--- config.mk ---
export PLATFORM = sky130hd
export DESIGN_NAME = ipid_cfg_regs
export DESIGN_NICKNAME = d
export VERILOG_FILES = /design/src/design/ipid_pkg.sv /design/src/design/ipid_cfg_regs.sv
export SDC_FILE = /design/constraint.sdc
export NUM_CORES = 1
export LEC_CHECK = 0
export ABC_AREA = 1
export BUFFER_PORTS_ARGS = -buffer_cell sky130_fd_sc_hd__buf_4
export CORE_MARGIN = 5
export CORE_UTILIZATION = 35
export DETAILED_ROUTE_END_ITERATION = 10
export PLACE_DENSITY_LB_ADDON = 0.05
export SLEW_MARGIN = 10
export SYNTH_ARGS = -nofsm -noshare
export SYNTH_HDL_FRONTEND = slang
export SYNTH_SLANG_ARGS = --single-unit
export TNS_END_PERCENT = 20
--- constraint.sdc ---
create_clock -name aclk -period 2.9 [get_ports aclk]
set_input_delay 0.435 -clock aclk [delete_from_list [all_inputs] [get_ports aclk]]
set_output_delay 0.435 -clock aclk [all_outputs]
set_load 0.01 [all_outputs]
--- src/design/ipid_pkg.sv ---
// Shared types, constants and register map of the incremental PID controller.
package ipid_pkg;

    localparam int SAMPLE_W      = 10;
    localparam int LEVEL_W       = 10;
    localparam int GAIN_W        = 32;
    localparam int PERIOD_W      = 16;
    localparam int SCALED_W      = 12;
    localparam int ERR_W         = 13;
    localparam int SPAN_W        = 14;
    localparam int FRAC_BITS_DEF = 16;

    localparam int CFG_IDX_W  = 3;
    localparam int CFG_DATA_W = 32;

    localparam int IN_TDATA_W     = 16;
    localparam int OUT_FIELDS_W   = LEVEL_W + SCALED_W + ERR_W;
    localparam int OUT_TDATA_W    = ((OUT_FIELDS_W + 7) / 8) * 8;
    localparam int OUT_SCALED_LSB = LEVEL_W;
    localparam int OUT_ERR_LSB    = LEVEL_W + SCALED_W;

    localparam int FULL_SCALE = 1023;
    localparam int MS_PER_S   = 1000;
    localparam int SCALED_MAX = 2047;
    localparam int SCALED_MIN = -2048;

    localparam int MUL_W      = 32;
    localparam int PROD_W     = 64;
    localparam int DIV_NUM_W  = 64;
    localparam int DIV_DEN_W  = 16;
    localparam int DIV_CNT_W  = 7;
    localparam int SCALE_NUM_W    = 2 * LEVEL_W + 1;
    localparam int SCALE_DIV_BITS = 20;
    localparam int DERIV_DIV_BITS = 56;

    // integral term: divide by 2000 with a reciprocal multiply, 20-bit digits
    localparam int RCP_DIGIT_W = 20;
    localparam int RCP_DIGITS  = 3;
    localparam int RCP_NUM_W   = RCP_DIGIT_W * RCP_DIGITS;
    localparam int RCP_REM_W   = 11;
    localparam int RCP_X_W     = RCP_REM_W + RCP_DIGIT_W;
    localparam int RCP_MUL_W   = 32;
    localparam int RCP_PROD_W  = RCP_X_W + RCP_MUL_W;
    localparam int RCP_SHIFT   = 42;
    localparam int RCP_CNT_W   = 2;
    // ceil(2^42 / 2000), exact for every partial dividend below 2^31
    localparam logic [RCP_MUL_W-1:0] RCP_RECIP = 32'd2199023256;

    localparam logic [CFG_IDX_W-1:0] REG_PROP_GAIN  = 3'd0;
    localparam logic [CFG_IDX_W-1:0] REG_INTEG_GAIN = 3'd1;
    localparam logic [CFG_IDX_W-1:0] REG_DERIV_GAIN = 3'd2;
    localparam logic [CFG_IDX_W-1:0] REG_PERIOD_MS  = 3'd3;
    localparam logic [CFG_IDX_W-1:0] REG_SETPOINT   = 3'd4;
    localparam logic [CFG_IDX_W-1:0] REG_RANGE_LOW  = 3'd5;
    localparam logic [CFG_IDX_W-1:0] REG_RANGE_HIGH = 3'd6;

    typedef struct packed {
        logic signed [GAIN_W-1:0] prop_gain;
        logic signed [GAIN_W-1:0] integ_gain;
        logic signed [GAIN_W-1:0] deriv_gain;
        logic [PERIOD_W-1:0]      period_ms;
        logic [LEVEL_W-1:0]       setpoint;
        logic [LEVEL_W-1:0]       range_low;
        logic [LEVEL_W-1:0]       range_high;
    } cfg_t;

    localparam cfg_t CFG_RESET = '{
        prop_gain:  32'sh0001_0000,
        integ_gain: 32'sh0001_0000,
        deriv_gain: 32'sh0001_0000,
        period_ms:  16'd10,
        setpoint:   10'd0,
        range_low:  10'd0,
        range_high: 10'd1023
    };

    typedef enum logic [2:0] {
        MUL_PROP,
        MUL_INTEG_SPAN,
        MUL_INTEG,
        MUL_DERIV_SPAN,
        MUL_DERIV
    } mul_sel_t;

    typedef enum logic [1:0] {
        DIV_SCALE,
        DIV_INTEG,
        DIV_DERIV
    } div_sel_t;

    typedef struct packed {
        logic     load_sample;
        logic     scale_direct;
        logic     scale_from_div;
        logic     calc_error;
        logic     mul_en;
        mul_sel_t mul_sel;
        logic     div_start;
        div_sel_t div_sel;
        logic     add_prod;
        logic     add_quot;
        logic     clamp;
        logic     load_out;
    } cmd_t;

    typedef struct packed {
        logic range_ok;
        logic div_done;
    } sts_t;

endpackage

--- src/design/ipid_cfg_regs.sv ---
// Configuration register file: gains, period, setpoint and input range.
module ipid_cfg_regs import ipid_pkg::*; (
    input  logic                  aclk,
    input  logic                  aresetn,
    input  logic                  cfg_we,
    input  logic [CFG_IDX_W-1:0]  cfg_index,
    input  logic [CFG_DATA_W-1:0] cfg_wdata,
    output cfg_t                  cfg
);

    cfg_t cfg_reg;
    cfg_t cfg_next;

    always_comb begin
        cfg_next = cfg_reg;
        if (cfg_we) begin
            case (cfg_index)
                REG_PROP_GAIN:  cfg_next.prop_gain  = $signed(cfg_wdata[GAIN_W-1:0]);
                REG_INTEG_GAIN: cfg_next.integ_gain = $signed(cfg_wdata[GAIN_W-1:0]);
                REG_DERIV_GAIN: cfg_next.deriv_gain = $signed(cfg_wdata[GAIN_W-1:0]);
                REG_PERIOD_MS:  cfg_next.period_ms  = cfg_wdata[PERIOD_W-1:0];
                REG_SETPOINT:   cfg_next.setpoint   = cfg_wdata[LEVEL_W-1:0];
                REG_RANGE_LOW:  cfg_next.range_low  = cfg_wdata[LEVEL_W-1:0];
                REG_RANGE_HIGH: cfg_next.range_high = cfg_wdata[LEVEL_W-1:0];
                default: ;
            endcase
        end
    end

    always_ff @(posedge aclk) begin
        if (!aresetn) begin
            cfg_reg <= CFG_RESET;
        end else begin
            cfg_reg <= cfg_next;
        end
    end

    assign cfg = cfg_reg;

endmodule

==> results_dict.tcl <==
set metrics [dict create \
    status "finished clean" \
    final_area_mm2 0.00772 \
    reg2reg_from "cfg[110]" \
    numCtsBuffers 17 \
    holdWs_ps 241 \
    syn_inst 806 \
    dpl.hpwl_um 12000 \
    finalPower_mw 4.92 \
    cts_setup_buffers 0 \
    synth_edf_count 0 \
    rsz0062_at_grt "false" \
    clk_pin_slew_ps 60 \
    crit_fanout 24 \
    die_w_um 136 \
    peakVddDrop_v 0.000405 \
    hold_path_end "cfg[4]" \
    grt-ovfl-total 0 \
    diodes 0 \
    synth-seq-cells 142 \
    cap_violations 0 \
    hold_buffers 0 \
    reg2reg_slack_ps 2280 \
    r2r-end "cfg[110]" \
    syn-num-nets 844 \
    fin_tns_setup_ps 0 \
    synth_area_leaders "dfxtp_1 51%, nor2_1 17%, nand3_1 13%, nand2_1 11%, buf_2 3.0%" \
    async_flop_share_pct 0 \
    critical_path.most_common_cell "nand2_1" \
    crit_chain "buf_4, inv_2, nor2_4, nand2_1, nand2_1, nand3_1" \
    synth_commonest_cells "256 x nor2_1, 168 x nand2_1, 142 x dfxtp_1, 142 x nand3_1, 36 x inv_1" \
    nets 996 \
    yosysMostFrequentCell "nor2_1" \
    ant_nets 0 \
    grt_pass1_vias 5076 \
    post-route-drc-count 0 \
    ctsResizeCount 0 \
    grt_max_degree 112 \
    place_congestion 0.834 \
    cts-root-buf "clkbuf_16" \
    antenna_found_initial 0 \
    utilization_pct 49.0 \
    fin_crit_sh_pct 51.4 \
    syn_area_mm2 0.00559 \
    synth.distinct_cells 12 \
    timing.fmax_mhz 671 \
    htreeDepth 4 \
    yosysSeqAreaShare_pct 50.9 \
    critPathKind "input pin to flop" \
    slew_violations 0 \
    cp_slowest_cell "nor2_4" \
    cp.required_ps 3200 \
    hold_violations 0 \
    drt_iter0_drc 305 \
    setup_viol 0 \
    yosysTopAreaCell "dfxtp_1" \
    ios 180 \
    synth_top_area_share_pct 50.9 \
    place_ws_ps 993 \
    syn_area_per_cell_um2 6.93 \
    place_area_mm2 0.00708 \
    clkSinkCount 142 \
    area_delta_synth_final_pct 38.1 \
    fill_cells 1656 \
    end_kind "flop" \
    cp_slowest_stage_delay_ps 500 \
    die_height_um 136 \
    rows 46 \
    fin_skew_ps 0 \
    worstHoldPathCells 3 \
    place_inst 1155 \
    ys.flop_type "dfxtp_1" \
    hold_start "cfg_wdata[4]" \
    path_buf_inv 2 \
    r2r_cells 2 \
    path_delay_family "simple AND/OR/NAND/NOR gates" \
    cp-start-kind "input pin" \
    fin_ws_ps 1410 \
    layout.cells.non_filler 1187 \
    cts_tree "built" \
    grt_pass1_wl_um 26800 \
    grt_usage_pct 18.8 \
    vias_per_cell 4.62 \
    maxSlewHeadroom_pct 31.7 \
    worstPathArrival_ps 1790 \
    cts_buffer_depth 2 \
    period_needed_ps 1490 \
    vias 5487 \
    clock_latency_ps 420 \
    largest_reg_flops 142 \
    static-leakage-power_nw 3.65 \
    placeableCoreArea_mm2 0.0158 \
    start_util_pct 35.4 \
    yosys_warnings 0 \
    numPortBuffers 179 \
    power_density_mw_per_mm2 637 \
    drt-total-wl_um 17500 \
    worstMarginPinSlew_ps 1020 \
    routedWlPerCell_um 14.7 \
    firstDrtPassIters 4 \
    final_layout_size_suffix_gt1_share_pct 23.5 \
    holdCritPathClass "input pin to flop" \
    dieArea_mm2 0.0186 \
]
-- cells by family (layout without fill, tap and decap cells) --
group	Yosys count	count (layout)	share of synthesized area [%]
DFF	142	142	50.9
buffers and inverters	89	254	6.85
and+or+nand+nor	575	575	42.3
-- power breakdown --
group	leakage (nW)	switching (mW)	internal, mW
logic	2.18	0.302	0.201
registers	1.15	0.0405	2.02
clock network	0.312	0.828	1.53
-- metal layers --
layer	up-vias	track usage (%)	share of wire, %
li1	2803	-	-
met1	2494	23.9	44
met2	162	29.1	45
met3	28	7.22	8.5
met4	0	6.66	2.0
met5	-	0	0
-- final cells by class --
| type | count | area [um^2] | area share, % |
|---|---|---|---|
| clock inverters | 10 | 159 | 2.06 |
| repair buffers | 185 | 1430 | 18.5 |
| clock buffers | 22 | 484 | 6.27 |
| inverters | 37 | 139 | 1.80 |
| multi-input cells | 575 | 2400 | 31.1 |
| well taps | 216 | 270 | 3.50 |
| flip-flops and latches | 142 | 2840 | 36.8 |
-- tightest hold or removal path, delay by kind of cell --
family | cells | cell delay (ps)
buffers and inverters | 1 | 80
and+or+nand+nor | 2 | 110
-- worst max-delay path by stage --
stage,from,slack [ps],cells past startpoint,endpoint
after floorplan,aresetn,1670,4,cfg[126]
after global placement,cfg_index[2],1040,7,cfg[81]
after detailed placement,cfg_index[2],990,7,cfg[102]
after CTS,cfg_index[1],1430,6,cfg[3]
after global routing,cfg_index[2],1290,6,cfg[61]
final,cfg_index[1],1410,6,cfg[3]
-- cell usage in the layout, fill, tap and decap left out --
cell type / n
bufinv_16: 4
clkinvlp_4: 2
clkbuf_16: 17
dfxtp_1: 142
nor2_1: 254
clkinv_2: 3
inv_2: 1
nand3_1: 142
nor2_4: 7
buf_12: 3
clkinv_4: 1
nor2_2: 4
clkbuf_8: 4
buf_4: 182
clkbuf_1: 1
nand2_1: 168
inv_1: 36
(Power assumes the default switching activity.)
