### config.mk
export PLATFORM = sky130hd
export DESIGN_NAME = ipid_ctrl
export DESIGN_NICKNAME = d
export VERILOG_FILES = /design/src/design/ipid_pkg.sv /design/src/design/ipid_ctrl.sv
export SDC_FILE = /design/constraint.sdc
export NUM_CORES = 1
export LEC_CHECK = 0
export CAP_MARGIN = 20
export CORE_MARGIN = 5
export CORE_UTILIZATION = 55
export CTS_BUF_LIST = sky130_fd_sc_hd__clkbuf_16
export CTS_CLUSTER_DIAMETER = 30
export DETAILED_ROUTE_END_ITERATION = 6
export DONT_BUFFER_PORTS = 1
export GPL_TIMING_DRIVEN = 0
export MAX_ROUTING_LAYER = met4
export PLACE_DENSITY_LB_ADDON = 0.1
export SYNTH_ARGS = -nofsm -noshare
export SYNTH_HDL_FRONTEND = slang
export SYNTH_SLANG_ARGS = --single-unit
### constraint.sdc
create_clock -name aclk -period 1.6 [get_ports aclk]
set_input_delay 0 -clock aclk [delete_from_list [all_inputs] [get_ports aclk]]
set_output_delay 0 -clock aclk [all_outputs]
set_load 0.05 [all_outputs]
### src/design/ipid_pkg.sv
// Shared types, constants and register map of the incremental PID controller.
package ipid_pkg;

    localparam int SAMPLE_W      = 10;
    localparam int LEVEL_W       = 10;
    localparam int GAIN_W        = 32;
    localparam int PERIOD_W      = 16;
    localparam int SCALED_W      = 12;
    localparam int ERR_W         = 13;
    localparam int SPAN_W        = 14;
    localparam int FRAC_BITS_DEF = 16;

    localparam int CFG_IDX_W  = 3;
    localparam int CFG_DATA_W = 32;

    localparam int IN_TDATA_W     = 16;
    localparam int OUT_FIELDS_W   = LEVEL_W + SCALED_W + ERR_W;
    localparam int OUT_TDATA_W    = ((OUT_FIELDS_W + 7) / 8) * 8;
    localparam int OUT_SCALED_LSB = LEVEL_W;
    localparam int OUT_ERR_LSB    = LEVEL_W + SCALED_W;

    localparam int FULL_SCALE = 1023;
    localparam int MS_PER_S   = 1000;
    localparam int SCALED_MAX = 2047;
    localparam int SCALED_MIN = -2048;

    localparam int MUL_W      = 32;
    localparam int PROD_W     = 64;
    localparam int DIV_NUM_W  = 64;
    localparam int DIV_DEN_W  = 16;
    localparam int DIV_CNT_W  = 7;
    localparam int SCALE_NUM_W    = 2 * LEVEL_W + 1;
    localparam int SCALE_DIV_BITS = 20;
    localparam int DERIV_DIV_BITS = 56;

    // integral term: divide by 2000 with a reciprocal multiply, 20-bit digits
    localparam int RCP_DIGIT_W = 20;
    localparam int RCP_DIGITS  = 3;
    localparam int RCP_NUM_W   = RCP_DIGIT_W * RCP_DIGITS;
    localparam int RCP_REM_W   = 11;
    localparam int RCP_X_W     = RCP_REM_W + RCP_DIGIT_W;
    localparam int RCP_MUL_W   = 32;
    localparam int RCP_PROD_W  = RCP_X_W + RCP_MUL_W;
    localparam int RCP_SHIFT   = 42;
    localparam int RCP_CNT_W   = 2;
    // ceil(2^42 / 2000), exact for every partial dividend below 2^31
    localparam logic [RCP_MUL_W-1:0] RCP_RECIP = 32'd2199023256;

    localparam logic [CFG_IDX_W-1:0] REG_PROP_GAIN  = 3'd0;
    localparam logic [CFG_IDX_W-1:0] REG_INTEG_GAIN = 3'd1;
    localparam logic [CFG_IDX_W-1:0] REG_DERIV_GAIN = 3'd2;
    localparam logic [CFG_IDX_W-1:0] REG_PERIOD_MS  = 3'd3;
    localparam logic [CFG_IDX_W-1:0] REG_SETPOINT   = 3'd4;
    localparam logic [CFG_IDX_W-1:0] REG_RANGE_LOW  = 3'd5;
    localparam logic [CFG_IDX_W-1:0] REG_RANGE_HIGH = 3'd6;

    typedef struct packed {
        logic signed [GAIN_W-1:0] prop_gain;
        logic signed [GAIN_W-1:0] integ_gain;
        logic signed [GAIN_W-1:0] deriv_gain;
        logic [PERIOD_W-1:0]      period_ms;
        logic [LEVEL_W-1:0]       setpoint;
        logic [LEVEL_W-1:0]       range_low;
        logic [LEVEL_W-1:0]       range_high;
    } cfg_t;

    localparam cfg_t CFG_RESET = '{
        prop_gain:  32'sh0001_0000,
        integ_gain: 32'sh0001_0000,
        deriv_gain: 32'sh0001_0000,
        period_ms:  16'd10,
        setpoint:   10'd0,
        range_low:  10'd0,
        range_high: 10'd1023
    };

    typedef enum logic [2:0] {
        MUL_PROP,
        MUL_INTEG_SPAN,
        MUL_INTEG,
        MUL_DERIV_SPAN,
        MUL_DERIV
    } mul_sel_t;

    typedef enum logic [1:0] {
        DIV_SCALE,
        DIV_INTEG,
        DIV_DERIV
    } div_sel_t;

    typedef struct packed {
        logic     load_sample;
        logic     scale_direct;
        logic     scale_from_div;
        logic     calc_error;
        logic     mul_en;
        mul_sel_t mul_sel;
        logic     div_start;
        div_sel_t div_sel;
        logic     add_prod;
        logic     add_quot;
        logic     clamp;
        logic     load_out;
    } cmd_t;

    typedef struct packed {
        logic range_ok;
        logic div_done;
    } sts_t;

endpackage

### src/design/ipid_ctrl.sv
// Controller: sequences one sample through the datapath and runs the stream handshakes.
module ipid_ctrl import ipid_pkg::*; (
    input  logic aclk,
    input  logic aresetn,
    input  logic s_axis_tvalid,
    output logic s_axis_tready,
    output logic m_axis_tvalid,
    input  logic m_axis_tready,
    input  sts_t sts,
    output cmd_t cmd
);

    typedef enum logic [14:0] {
        ST_IDLE       = 15'b000000000000001,
        ST_SCALE      = 15'b000000000000010,
        ST_SCALE_DIV  = 15'b000000000000100,
        ST_ERROR      = 15'b000000000001000,
        ST_PROP_MUL   = 15'b000000000010000,
        ST_INTEG_SPAN = 15'b000000000100000,
        ST_INTEG_MUL  = 15'b000000001000000,
        ST_INTEG_GO   = 15'b000000010000000,
        ST_INTEG_DIV  = 15'b000000100000000,
        ST_DERIV_SPAN = 15'b000001000000000,
        ST_DERIV_MUL  = 15'b000010000000000,
        ST_DERIV_GO   = 15'b000100000000000,
        ST_DERIV_DIV  = 15'b001000000000000,
        ST_CLAMP      = 15'b010000000000000,
        ST_OUTPUT     = 15'b100000000000000
    } ctrl_state_t;

    ctrl_state_t state_reg;
    ctrl_state_t state_next;
    logic        m_valid_reg;
    logic        m_valid_next;

    always_comb begin
        state_next = state_reg;
        cmd        = '0;
        case (state_reg)
            ST_IDLE: begin
                if (s_axis_tvalid) begin
                    cmd.load_sample = 1'b1;
                    state_next      = ST_SCALE;
                end
            end
            ST_SCALE: begin
                if (sts.range_ok) begin
                    cmd.div_start = 1'b1;
                    cmd.div_sel   = DIV_SCALE;
                    state_next    = ST_SCALE_DIV;
                end else begin
                    cmd.scale_direct = 1'b1;
                    state_next       = ST_ERROR;
                end
            end
            ST_SCALE_DIV: begin
                cmd.div_sel = DIV_SCALE;
                if (sts.div_done) begin
                    cmd.scale_from_div = 1'b1;
                    state_next         = ST_ERROR;
                end
            end
            ST_ERROR: begin
                cmd.calc_error = 1'b1;
                state_next     = ST_PROP_MUL;
            end
            ST_PROP_MUL: begin
                cmd.mul_en  = 1'b1;
                cmd.mul_sel = MUL_PROP;
                state_next  = ST_INTEG_SPAN;
            end
            ST_INTEG_SPAN: begin
                // proportional term is added while the product register reloads
                cmd.add_prod = 1'b1;
                cmd.mul_en   = 1'b1;
                cmd.mul_sel  = MUL_INTEG_SPAN;
                state_next   = ST_INTEG_MUL;
            end
            ST_INTEG_MUL: begin
                cmd.mul_en  = 1'b1;
                cmd.mul_sel = MUL_INTEG;
                state_next  = ST_INTEG_GO;
            end
            ST_INTEG_GO: begin
                cmd.div_start = 1'b1;
                cmd.div_sel   = DIV_INTEG;
                state_next    = ST_INTEG_DIV;
            end
            ST_INTEG_DIV: begin
                cmd.div_sel = DIV_INTEG;
                if (sts.div_done) begin
                    cmd.add_quot = 1'b1;
                    state_next   = ST_DERIV_SPAN;
                end
            end
            ST_DERIV_SPAN: begin
                cmd.mul_en  = 1'b1;
                cmd.mul_sel = MUL_DERIV_SPAN;
                state_next  = ST_DERIV_MUL;
            end
            ST_DERIV_MUL: begin
                cmd.mul_en  = 1'b1;
                cmd.mul_sel = MUL_DERIV;
                state_next  = ST_DERIV_GO;
            end
            ST_DERIV_GO: begin
                cmd.div_start = 1'b1;
                cmd.div_sel   = DIV_DERIV;
                state_next    = ST_DERIV_DIV;
            end
            ST_DERIV_DIV: begin
                cmd.div_sel = DIV_DERIV;
                if (sts.div_done) begin
                    cmd.add_quot = 1'b1;
                    state_next   = ST_CLAMP;
                end
            end
            ST_CLAMP: begin
                cmd.clamp  = 1'b1;
                state_next = ST_OUTPUT;
            end
            ST_OUTPUT: begin
                if (!m_valid_reg || m_axis_tready) begin
                    cmd.load_out = 1'b1;
                    state_next   = ST_IDLE;
                end
            end
            default: begin
                state_next = ST_IDLE;
            end
        endcase
    end

    always_comb begin
        m_valid_next = m_valid_reg;
        if (cmd.load_out) begin
            m_valid_next = 1'b1;
        end else if (m_axis_tready) begin
            m_valid_next = 1'b0;
        end
    end

    always_ff @(posedge aclk) begin
        if (!aresetn) begin
            state_reg   <= ST_IDLE;
            m_valid_reg <= 1'b0;
        end else begin
            state_reg   <= state_next;
            m_valid_reg <= m_valid_next;
        end
    end

    assign s_axis_tready = (state_reg == ST_IDLE);
    assign m_axis_tvalid = m_valid_reg;

endmodule

==> results of run 1 <==
-- synthesized netlist by cell type (4+ instances only) --
cell / count / share of area
dfxtp_1: 16 / 0.29
nand2_1: 9 / 0.030
nor2_1: 8 / 0.027
nor2b_1: 6 / 0.034
and2_1: 5 / 0.028
nand3_1: 5 / 0.022
nor3_1: 5 / 0.022
buf_2: 4 / 0.018
nand3b_1: 4 / 0.027
-- repair_timing --
item | CTS
endpoints found under the setup margin | 30
resized for setup | 30
endpoints found under the hold margin | 6
setup buffers | 26
cloned | 1
hold buffers | 1
pin swaps | 27
-- per-stage QoR --
stage	util	hold slack (ns)	setup TNS [ns]
4_1_cts	0.8866	0.03313	-10.02
3_5_place_dp	0.6804	0.1260	-7.429
3_3_place_gp	0.6804	0.1232	-6.693
2_1_floorplan	-	0.1217	-2.163
-- cells by family after synthesis --
group,share of synthesized area
flops,0.2873
mux,0.008979
simple gates,0.5107
compound gates,0.1010
xor+xnor,0.03929
buf+inv,0.05275
==> impl_metrics.csv, run 1 <==
group,metric,value,unit
status,status,"stopped before the end",
status,stop_stage,"global routing (5_1_grt)",
status,tool.error,"[ERROR DPL-0033] detailed placement checks failed during check placement.",
logic_synthesis,async_flop_share,0,
placement,dp.cells,152,
logic_synthesis,syn_nets,131,
floorplanning,die_width,55.02,µm
sta,worst-ep-kind,"output port",
floorplanning,die_h,55.02,µm
logic_synthesis,synth_edf_count,0,
placement,pre_cts_ws,-0.7065,ns
logic_synthesis,synth.avg_cell_area,8.919,µm²
logic_synthesis,seq_area_frac_synth,0.2873,
clock_tree,cts_sinks,16,
clock_tree,htree_levels,1,
logic_synthesis,syn_inst,125,
placement,place_congestion,0.7934,
logic_synthesis,synth_warnings,0,
logic_synthesis,synth_cell_types,48,
floorplanning,rows,16,
logic_synthesis,ys.flop_type,"dfxtp_1",
sta,grt-worst-endpoint,"cmd[10]",
floorplanning,ioPinCount,23,
global_route,grt_max_degree,11,
placement,placed_area,1321,µm²
clock_tree,numCtsBuffers,3,
clock_tree,root_buffer,"clkbuf_16",
logic_synthesis,synth_area,1115,µm²
placement,io_buffer_count,0,
logic_synthesis,ys_ff_latch,16,
global_route,antenna_found_initial,0,
placement,post-dp-hpwl,2.045,mm
floorplanning,start_util,0.5741,
clock_tree,clk_path_buf_depth,2,
==> run 2: changes to the inputs <==
CORE_AREA = 5 5 66 68   (was default)
CORE_MARGIN = default   (was 5)
CORE_UTILIZATION = default   (was 55)
CTS_BUF_LIST = default   (was sky130_fd_sc_hd__clkbuf_16)
CTS_CLUSTER_DIAMETER = default   (was 30)
DIE_AREA = 0 0 71 73   (was default)
MAX_ROUTING_LAYER = default   (was met4)
PLACE_DENSITY_LB_ADDON = 0.15   (was 0.1)
clock period = 2.08 ns   (was 1.6 ns; I/O delays follow)
==> run 2 against run 1 <==
Net effect:
- the flow now finishes, with violations (negative setup slack)
- area after synthesis stayed put
- synthesized cell count stayed put
==> impl_metrics.csv, run 2 <==
group,metric,value,unit
sta,timing.final.ws_setup,-0.1094,ns
global_route,gr-usage-met1,0.1582,
setup_path,cp-startpoint,"state_reg[8]",
setup_path,critPathArrivalTime,2.19,ns
logic_synthesis,syn_nets,131,
global_route,grt_pass1_wl,5.409,mm
floorplanning,die_area,5183,µm²
global_route,grt_max_degree,11,
cells_and_area,final_cell_mix,"18 x buf_4, 6 x nor2b_1, 6 x dfxtp_1",
setup_path,r2r_slack,-0.04,ns
floorplanning,die_h,73,µm
cells_and_area,finalNetCount,152,
logic_synthesis,ys_top_cells_by_area,"dfxtp_1 29%, nor4b_2 4.0%, nor4_4 3.8%",
drt,routedWlPerCell,17.97,µm
cells_and_area,finalInstanceArea,1597,µm²
setup_path,crit_path_end,"cmd[10]",
logic_synthesis,yosysTopAreaCellShare,0.2873,
logic_synthesis,yosysTopAreaCell,"dfxtp_1",
setup_path,end_kind,"output pin",
drt,route.vias.total,1056,
placement,io_buffer_count,0,
clock_tree,insertion_delay,0.25,ns
global_route,grt.overflow.total,0,
global_route,grt.total_usage,0.1315,
drt,vias_per_cell,5.415,
setup_path,r2r_cells,4,
floorplanning,start_util,0.2935,
power_and_ir_drop,power.density,593.4,nW/µm²
logic_synthesis,synth_edf_count,0,
worst_hold_path,min_path_cells,3,
clock_tree,clk_path_buf_depth,2,
global_route,grtUsageMet2,0.2327,
drt,drc,0,
clock_tree,path_clk_slew,0.07,ns
clock_tree,numCtsBuffers,3,
clock_tree,cts_tree,"built",
logic_synthesis,seq_area_frac_synth,0.2873,
logic_synthesis,syn_inst,125,
logic_synthesis,synth_cell_types,48,
global_route,antenna_found_initial,0,
status,status,"complete, but fails checks",
floorplanning,rows,23,
placement,placed_area,1219,µm²
setup_path,required,2.08,ns
power_and_ir_drop,power,0.9474,mW
logic_synthesis,yosysMostFrequentCell,"dfxtp_1",
cells_and_area,nFillCells,406,
clock_tree,htree_levels,1,
cells_and_area,layout-drive-gt1-share,0.5103,
sta,period_minus_slack,2.189,ns
floorplanning,die_width,71,µm
setup_path,r2r_start,"state_reg[8]",
sta,skew,0.004622,ns
placement,post-dp-hpwl,2.114,mm
sta,setup_viol,2,
logic_synthesis,ys.flop_type,"dfxtp_1",
floorplanning,ioPinCount,23,
sta,hold_ws,0.02874,ns
logic_synthesis,synthTopCellsByCount,"16 x dfxtp_1, 9 x nand2_1, 8 x nor2_1",
status,violations,"negative setup slack",
sta,rsz0062_at_grt,"yes",
sta,setup_tns,-0.1472,ns
placement,place_congestion,0.7386,
cells_and_area,post-route-util,0.4203,
power_and_ir_drop,ir_worst_vdd,559.8,µV
clock_tree,cts_sinks,16,
logic_synthesis,async_flop_share,0,
floorplanning,fp.coreArea,3799,µm²
setup_path,cp_max_fo,5,
drt,first_pass_iters,4,
flow_run,maxCapViolations,0,
power_and_ir_drop,p_leak,0.5879,nW
sta,slew_headroom,0.4532,
drt,totalWireLength,3.504,mm
cells_and_area,syn2layout_area_growth,43.21,%
worst_hold_path,hold_path.class,"in2reg",
global_route,globalRouteMet3Util,0.02893,
sta,tightest_slew,0.8141,ns
sta,min_period_over_period,1.053,
setup_path,criticalPathCategory,"reg2out",
sta,hold_violations,0,
cells_and_area,diodes,0,
logic_synthesis,synth_area,1115,µm²
sta,max_freq,456.7,MHz
setup_path,reg2reg_to,"state_reg[0]",
logic_synthesis,synth.avg_cell_area,8.919,µm²
drt,drtIter0Drc,41,
logic_synthesis,ys_ff_latch,16,
clock_tree,root_buffer,"clkbuf_8",
cells_and_area,final_common_cell,"buf_4",
setup_path,startpoint_type,"flip-flop",
drt,postRouteAntennaNets,0,
cells_and_area,largest_reg_flops,15,
sta,slew_viol_final,0,
global_route,busiest_layer,"met2",
global_route,grt_pass1_vias,1065,
logic_synthesis,synth_warnings,0,
## run 2: metrics by stage
| step | instances | setup slack [ns] |
|---|---|---|
| CTS | 191 | -0.1142 |
| finish | 195 | -0.1094 |
| global route | 195 | -0.1564 |
| floorplan | 125 | -0.1833 |
| global placement | 175 | -0.4048 |
| detailed placement | 176 | -0.3587 |
## run 2: per-layer routing
layer	vias to the layer above	share of wire
met4	0	0.018
li1	506	-
met3	7	0.040
met2	23	0.51
met5	-	0
met1	520	0.43
## run 2: worst min-delay path by stage
stage	slack, ns	end	from
4_1_cts	0.04	state_reg[0]	s_axis_tvalid
2_1_floorplan	0.12	state_reg[14]	aresetn
3_5_place_dp	0.13	state_reg[14]	aresetn
6_report	0.03	state_reg[2]	sts[0]
3_3_place_gp	0.13	state_reg[14]	aresetn
5_1_grt	0.04	state_reg[6]	aresetn
## run 2: what timing repair did
action	4_1_cts	5_1_grt
gates resized for setup	34	16
hold buffers	2	0
endpoints found under the setup margin	17	15
setup buffers	15	4
hold endpoints to repair	6	0
pin swaps	12	12
gates cloned	0	1
## run 2: critical path: stages, from the launching register on
cell and delay, ns:
dfxtp_4 0.37, or4_4 0.53, nor4_4 0.74, a211o_4 0.30
## run 2: cell families (layout without fill, tap and decap cells)
group                     Yosys count  after routing  share of synthesized area
xor gates and xnor gates            5              5                    0.03929
DFF                                16             16                     0.2873
buffers and inverters              11             30                    0.05275
AOI/OAI and AO/OA                  15             15                     0.1010
muxes                               1              1                   0.008979
and+or+nand+nor                    77             78                     0.5107
## run 2: area by class of cell
type	instances	area, µm²	area share
Clock buffer	4	55.05	0.03448
Sequential cell	16	345.3	0.2163
Timing Repair Buffer	21	170.2	0.1066
Tap cell	50	62.56	0.03918
Inverter	2	11.26	0.007053
Multi-Input combinational cell	99	935.9	0.5862
Buffer	3	16.27	0.01019
## run 2: power breakdown
| part | internal, mW | leakage, nW | total, mW | switching (mW) |
|---|---|---|---|---|
| Clock | 0.168 | 0.0288 | 0.287 | 0.118 |
| Combinational | 0.132 | 0.424 | 0.320 | 0.188 |
| Sequential | 0.315 | 0.135 | 0.341 | 0.0258 |
(Power assumes the default switching activity.)
==> run 3: changes to the inputs <==
==> constraint.sdc (replaced) <==
create_clock -name aclk -period 2.08 [get_ports aclk]
set_input_delay 0 -clock aclk [delete_from_list [all_inputs] [get_ports aclk]]
set_output_delay 0 -clock aclk [all_outputs]
set_load 0.1 [all_outputs]
==> run 3 against run 2 <==
Net effect:
- core utilization is 2.3 points higher
- sequential power is 3% lower
- critical path type unchanged
- global-route usage is 0.41 points higher
- routed wire length is 4.1% lower
- combinational power is 45% higher
- total power is 9.6% higher
- design area is 5.4% higher
- the flow still finishes with violations (negative setup slack)
- register-to-register slack worse by 0.02 ns
- non-clock buffer count is 9 higher
- setup slack better by 0.012 ns
- highest routed layer unchanged
- clock skew is 0.0030 ns lower
==> impl_metrics.csv, run 3 (same netlist as run 2, synthesis figures left out) <==
group,metric,value,unit
cells_and_area,nFillCells,394,
global_route,grt_max_degree,11,
global_route,globalRouteMet3Util,0.02893,
setup_path,critPathArrivalTime,2.18,ns
status,violations,"negative setup slack",
drt,route.vias.total,1097,
setup_path,cp.depth,4,
floorplanning,fp.coreArea,3799,µm²
floorplanning,die_h,73,µm
global_route,grt.overflow.total,0,
flow_run,maxCapViolations,0,
drt,drtIter0Drc,100,
sta,period_minus_slack,2.178,ns
placement,dp.cells,177,
clock_tree,cts_sinks,16,
power_and_ir_drop,power.internal,0.6397,mW
global_route,grt_pass1_vias,1131,
setup_path,cp_max_fo,5,
setup_path,r2r_slack,-0.06,ns
power_and_ir_drop,power,1.039,mW
global_route,grtUsageMet2,0.2266,
cells_and_area,syn2layout_area_growth,50.95,%
sta,setup_viol,7,
power_and_ir_drop,p_seq_frac,0.319,
clock_tree,cts_tree,"built",
cells_and_area,final_cell_mix,"22 x buf_4, 7 x dfxtp_1, 6 x nor2b_1",
global_route,grt.total_usage,0.1355,
global_route,gr-usage-met1,0.1692,
setup_path,cp_slowest_cell,"nor2_4",
setup_path,path_cells,"nor4_4 > nand4_4 > nor2_4 > and2_4",
clock_tree,clk_path_buf_depth,2,
setup_path,required,2.08,ns
sta,skew,0.001607,ns
placement,post-dp-hpwl,2.127,mm
drt,vias_per_cell,5.404,
cells_and_area,finalNetCount,161,
global_route,grt_pass1_wl,5.568,mm
setup_path,r2r_start,"state_reg[5]",
clock_tree,path_clk_slew,0.07,ns
cells_and_area,final_common_cell,"buf_4",
drt,totalWireLength,3.360,mm
cells_and_area,largest_reg_flops,15,
global_route,antenna_found_initial,0,
worst_hold_path,min_path_cells,3,
status,status,"complete, but fails checks",
worst_hold_path,hold_path_startpoint,"sts[0]",
power_and_ir_drop,switchingPower,0.3990,mW
cells_and_area,layout-drive-gt1-share,0.5294,
setup_path,critPathTopFamily,"simple AND/OR/NAND/NOR gates",
placement,io_buffer_count,0,
power_and_ir_drop,ir_worst_vdd,491.6,µV
clock_tree,numCtsBuffers,3,
setup_path,criticalPathCategory,"reg2out",
floorplanning,die_area,5183,µm²
cells_and_area,diodes,0,
sta,setup_tns,-0.3999,ns
floorplanning,start_util,0.2935,
sta,rsz0062_at_grt,"yes",
global_route,busiest_layer,"met2",
sta,timing.final.ws_setup,-0.09778,ns
drt,routedWlPerCell,16.55,µm
placement,pre_cts_ws,-0.2976,ns
setup_path,end_kind,"output pin",
power_and_ir_drop,power.density,617.2,nW/µm²
clock_tree,root_buffer,"clkbuf_8",
drt,first_pass_iters,4,
setup_path,path_buf_inv,0,
cells_and_area,final_cells,203,
worst_hold_path,min_to,"state_reg[2]",
floorplanning,rows,23,
clock_tree,insertion_delay,0.25,ns
setup_path,reg2reg_to,"state_reg[4]",
sta,slew_viol_final,0,
setup_path,slowest_delay,0.57,ns
power_and_ir_drop,power_frac_clock,0.234,
sta,tightest_slew,1.013,ns
setup_path,startpoint_type,"flip-flop",
power_and_ir_drop,p_leak,0.6300,nW
power_and_ir_drop,p_sw_frac,0.3842,
sta,min_period_over_period,1.047,
sta,max_freq,459.2,MHz
clock_tree,htree_levels,1,
setup_path,r2r_cells,5,
placement,place_congestion,0.7060,
sta,hold_violations,0,
floorplanning,ioPinCount,23,
floorplanning,die_width,71,µm
worst_hold_path,hold_path.class,"in2reg",
drt,postRouteAntennaNets,0,
drt,drc,0,
sta,slew_headroom,0.3240,
cells_and_area,post-route-util,0.4430,
power_and_ir_drop,combPwrFrac,0.447,
-- run 3: power groups by stage --
| stage | registers (mW) | logic, mW | clock network [mW] |
|---|---|---|---|
| after CTS | 0.331 | 0.411 | 0.245 |
| final | 0.331 | 0.464 | 0.243 |
| after floorplan | 0.338 | 0.288 | 0 |
| after global placement | 0.342 | 0.321 | 0 |
| after global routing | 0.334 | 0.491 | 0.259 |
| after detailed placement | 0.342 | 0.324 | 0 |
-- run 3: timing repair --
action,CTS,global route
pin swaps,11,15
gates cloned,0,1
setup buffers,18,7
endpoints found under the hold margin,6,0
gates resized for setup,27,12
hold buffers,2,0
endpoints found under the setup margin,14,20
-- run 3: worst max path at each step --
stage / end / slack (ns) / from
finish: cmd[14] / -0.1 / state_reg[5]
global route: cmd[14] / -0.20 / state_reg[14]
CTS: cmd[14] / -0.1 / state_reg[7]
detailed placement: cmd[7] / -0.30 / state_reg[10]
global placement: state_reg[0] / -0.83 / state_reg[0]
floorplan: state_reg[0] / -0.64 / state_reg[12]
-- run 3: through the flow --
step	area [µm²]	hold slack [ns]
finish	1683	0.01871
global placement	1285	0.1248
global route	1683	0.04898
detailed placement	1315	0.1260
floorplan	1222	0.1217
CTS	1573	0.03164
-- run 3: layout make-up --
cell class                      instances  area [µm²]  share of cell area
Inverter                                2       11.26            0.006691
Timing Repair Buffer                   28       241.5              0.1435
Multi-Input combinational cell         99       945.9              0.5621
Buffer                                  5       36.28             0.02156
Sequential cell                        16       344.1              0.2045
Tap cell                               50       62.56             0.03717
Clock buffer                            3       41.29             0.02454
-- run 3: worst reg2reg max path, delay by kind of cell, from the launching register on --
kind / cells / cell delay, ns
buffers and inverters: 1 / 0.19
and+or+nand+nor: 4 / 1.53
DFF: 1 / 0.36
-- run 3: metal layers --
metal	vias to the layer above	part of all wire
met5	-	0
met4	0	0.025
met3	9	0.050
met2	32	0.49
met1	531	0.43
li1	525	-
==> run 4: changes to the inputs <==
SETUP_SLACK_MARGIN = 0.3   (was default)
==> run 4 against run 3 <==
Net effect:
- the flow still finishes with violations (negative setup slack)
- total power rose by 3.2%
- maximum frequency down 1.5%
- first-iteration DRC count down 62%
- cell count up 12%
- critical endpoint unchanged
- flip-flop and latch count unchanged
- sequential share of layout area shrank 3.1 points
- hold slack improved by 0.030 ns
- count of clock-buffer cells in the layout unchanged
==> impl_metrics.csv, run 4 (same netlist as run 2, synthesis figures left out) <==
group,metric,value,unit
drt,maxUsedRoutingLayer,"met4",
floorplanning,die_width,71,µm
sta,tightest_slew,1.006,ns
setup_path,r2r_start,"state_reg[4]",
setup_path,cp_slowest_cell,"or4b_4",
placement,post-dp-hpwl,2.182,mm
placement,pre_cts_ws,-0.2198,ns
sta,setup_viol,8,
floorplanning,start_util,0.2935,
drt,vias_per_cell,5.044,
drt,postRouteAntennaNets,0,
floorplanning,die_h,73,µm
sta,rsz0062_at_grt,"yes",
cells_and_area,final_cell_mix,"40 x buf_4, 11 x buf_6, 7 x dfxtp_1",
setup_path,end_kind,"output pin",
clock_tree,path_clk_slew,0.07,ns
clock_tree,insertion_delay,0.25,ns
cells_and_area,largest_reg_flops,15,
clock_tree,htree_levels,1,
power_and_ir_drop,power.density,545.4,nW/µm²
floorplanning,rows,23,
clock_tree,numCtsBuffers,3,
placement,place_congestion,0.7677,
drt,totalWireLength,3.628,mm
setup_path,r2r_cells,6,
drt,met3_length,147,µm
drt,drtIter0Drc,38,
floorplanning,die_area,5183,µm²
sta,slew_headroom,0.3270,
global_route,grt.overflow.total,0,
clock_tree,clk_path_buf_depth,2,
global_route,grt.total_usage,0.1378,
cells_and_area,syn2layout_area_growth,76.32,%
drt,first_pass_iters,4,
worst_hold_path,min_to,"state_reg[0]",
placement,placed_area,1369,µm²
sta,max_freq,452.3,MHz
clock_tree,cts_tree,"built",
global_route,antenna_found_initial,0,
cells_and_area,layout-drive-gt1-share,0.6404,
setup_path,critPathTopFamily,"simple AND/OR/NAND/NOR gates",
setup_path,reg2reg_to,"state_reg[4]",
power_and_ir_drop,ir_worst_vdd,247.3,µV
sta,min_period_over_period,1.063,
status,violations,"negative setup slack",
global_route,grt_max_degree,11,
worst_hold_path,hold_path_startpoint,"s_axis_tvalid",
status,status,"complete, but fails checks",
setup_path,path_buf_inv,1,
power_and_ir_drop,p_leak,0.7733,nW
setup_path,required,2.08,ns
setup_path,cp-startpoint,"state_reg[1]",
setup_path,r2r_slack,-0.09,ns
worst_hold_path,hold_path.class,"in2reg",
cells_and_area,diodes,0,
setup_path,critPathArrivalTime,2.21,ns
setup_path,slowest_delay,0.55,ns
setup_path,cp.depth,4,
cells_and_area,finalInstanceArea,1966,µm²
flow_run,maxCapViolations,0,
setup_path,path_cells,"buf_6 > or4b_4 > nor2_4 > and2_4",
setup_path,cp_max_fo,4,
cells_and_area,post-route-util,0.5175,
global_route,grt_pass1_wl,5.685,mm
clock_tree,root_buffer,"clkbuf_8",
sta,hold_violations,0,
cells_and_area,finalNetCount,186,
drt,route.vias.total,1150,
sta,slew_viol_final,0,
setup_path,startpoint_type,"flip-flop",
floorplanning,fp.coreArea,3799,µm²
clock_tree,cts_sinks,16,
drt,dr_wl_met2,1.808,mm
setup_path,criticalPathCategory,"reg2out",
drt,routedWlPerCell,15.91,µm
drt,met1Wirelength,1.616,mm
sta,period_minus_slack,2.211,ns
global_route,grt_pass1_vias,1136,
sta,timing.final.ws_setup,-0.1311,ns
placement,io_buffer_count,0,
floorplanning,ioPinCount,23,
sta,hold_ws,0.04856,ns
worst_hold_path,min_path_cells,3,
cells_and_area,final_common_cell,"buf_4",
sta,skew,0.005745,ns
drt,drc,0,
## run 4: cell count changes in the layout (fill, tap and decap cells not counted), sizes merged
cell   before  now
buf        29   55
nor4b       6    5
## run 4: metrics by stage
step	power (mW)	setup TNS [ns]	std cells
after detailed placement	0.6737	-0.6312	177
after global routing	1.119	-1.320	228
after floorplan	0.6338	-1.457	125
final	1.072	-0.5539	228
after global placement	0.6692	-2.641	175
after CTS	1.008	-0.5896	207
## run 4: timing repair
| action | CTS | global route |
|---|---|---|
| pin swaps | 19 | 23 |
| endpoints found under the setup margin | 31 | 30 |
| hold buffers | 2 | 0 |
| gates resized for setup | 23 | 29 |
| hold endpoints to repair | 6 | 0 |
| buffers inserted | 25 | 21 |
## run 4: report_power, final
part | internal, mW | total (mW) | switching [mW]
registers | 0.316 | 0.328 | 0.0121
logic | 0.226 | 0.503 | 0.277
clock network | 0.129 | 0.241 | 0.113
total | 0.670 | 1.07 | 0.402
## run 4: tightest hold or removal path, delay by kind of cell
kind | cells | cell delay [ns]
simple gates | 2 | 0.18
compound gates | 1 | 0.08
## run 4: worst max-delay path by stage
stage | to | slack [ns]
after floorplan | state_reg[0] | -0.64
after global placement | state_reg[0] | -0.86
after detailed placement | state_reg[0] | -0.22
after CTS | cmd[14] | -0.17
after global routing | cmd[5] | -0.17
final | cmd[14] | -0.13
## run 4: cell type report
cell class | count | area (µm²)
clock buffer | 3 | 41.29
buffer | 9 | 88.84
inverter | 2 | 11.26
tap | 50 | 62.56
sequential | 16 | 341.6
multi-input combinational | 98 | 1002
timing repair buffer | 50 | 417.9
fill | 348 | 1833
## run 4: per-layer routing
layer,vias to the layer above,track usage
li1,568,-
met1,556,0.1815
met2,20,0.2297
met3,6,0.02204
met4,0,0.04593
met5,-,0
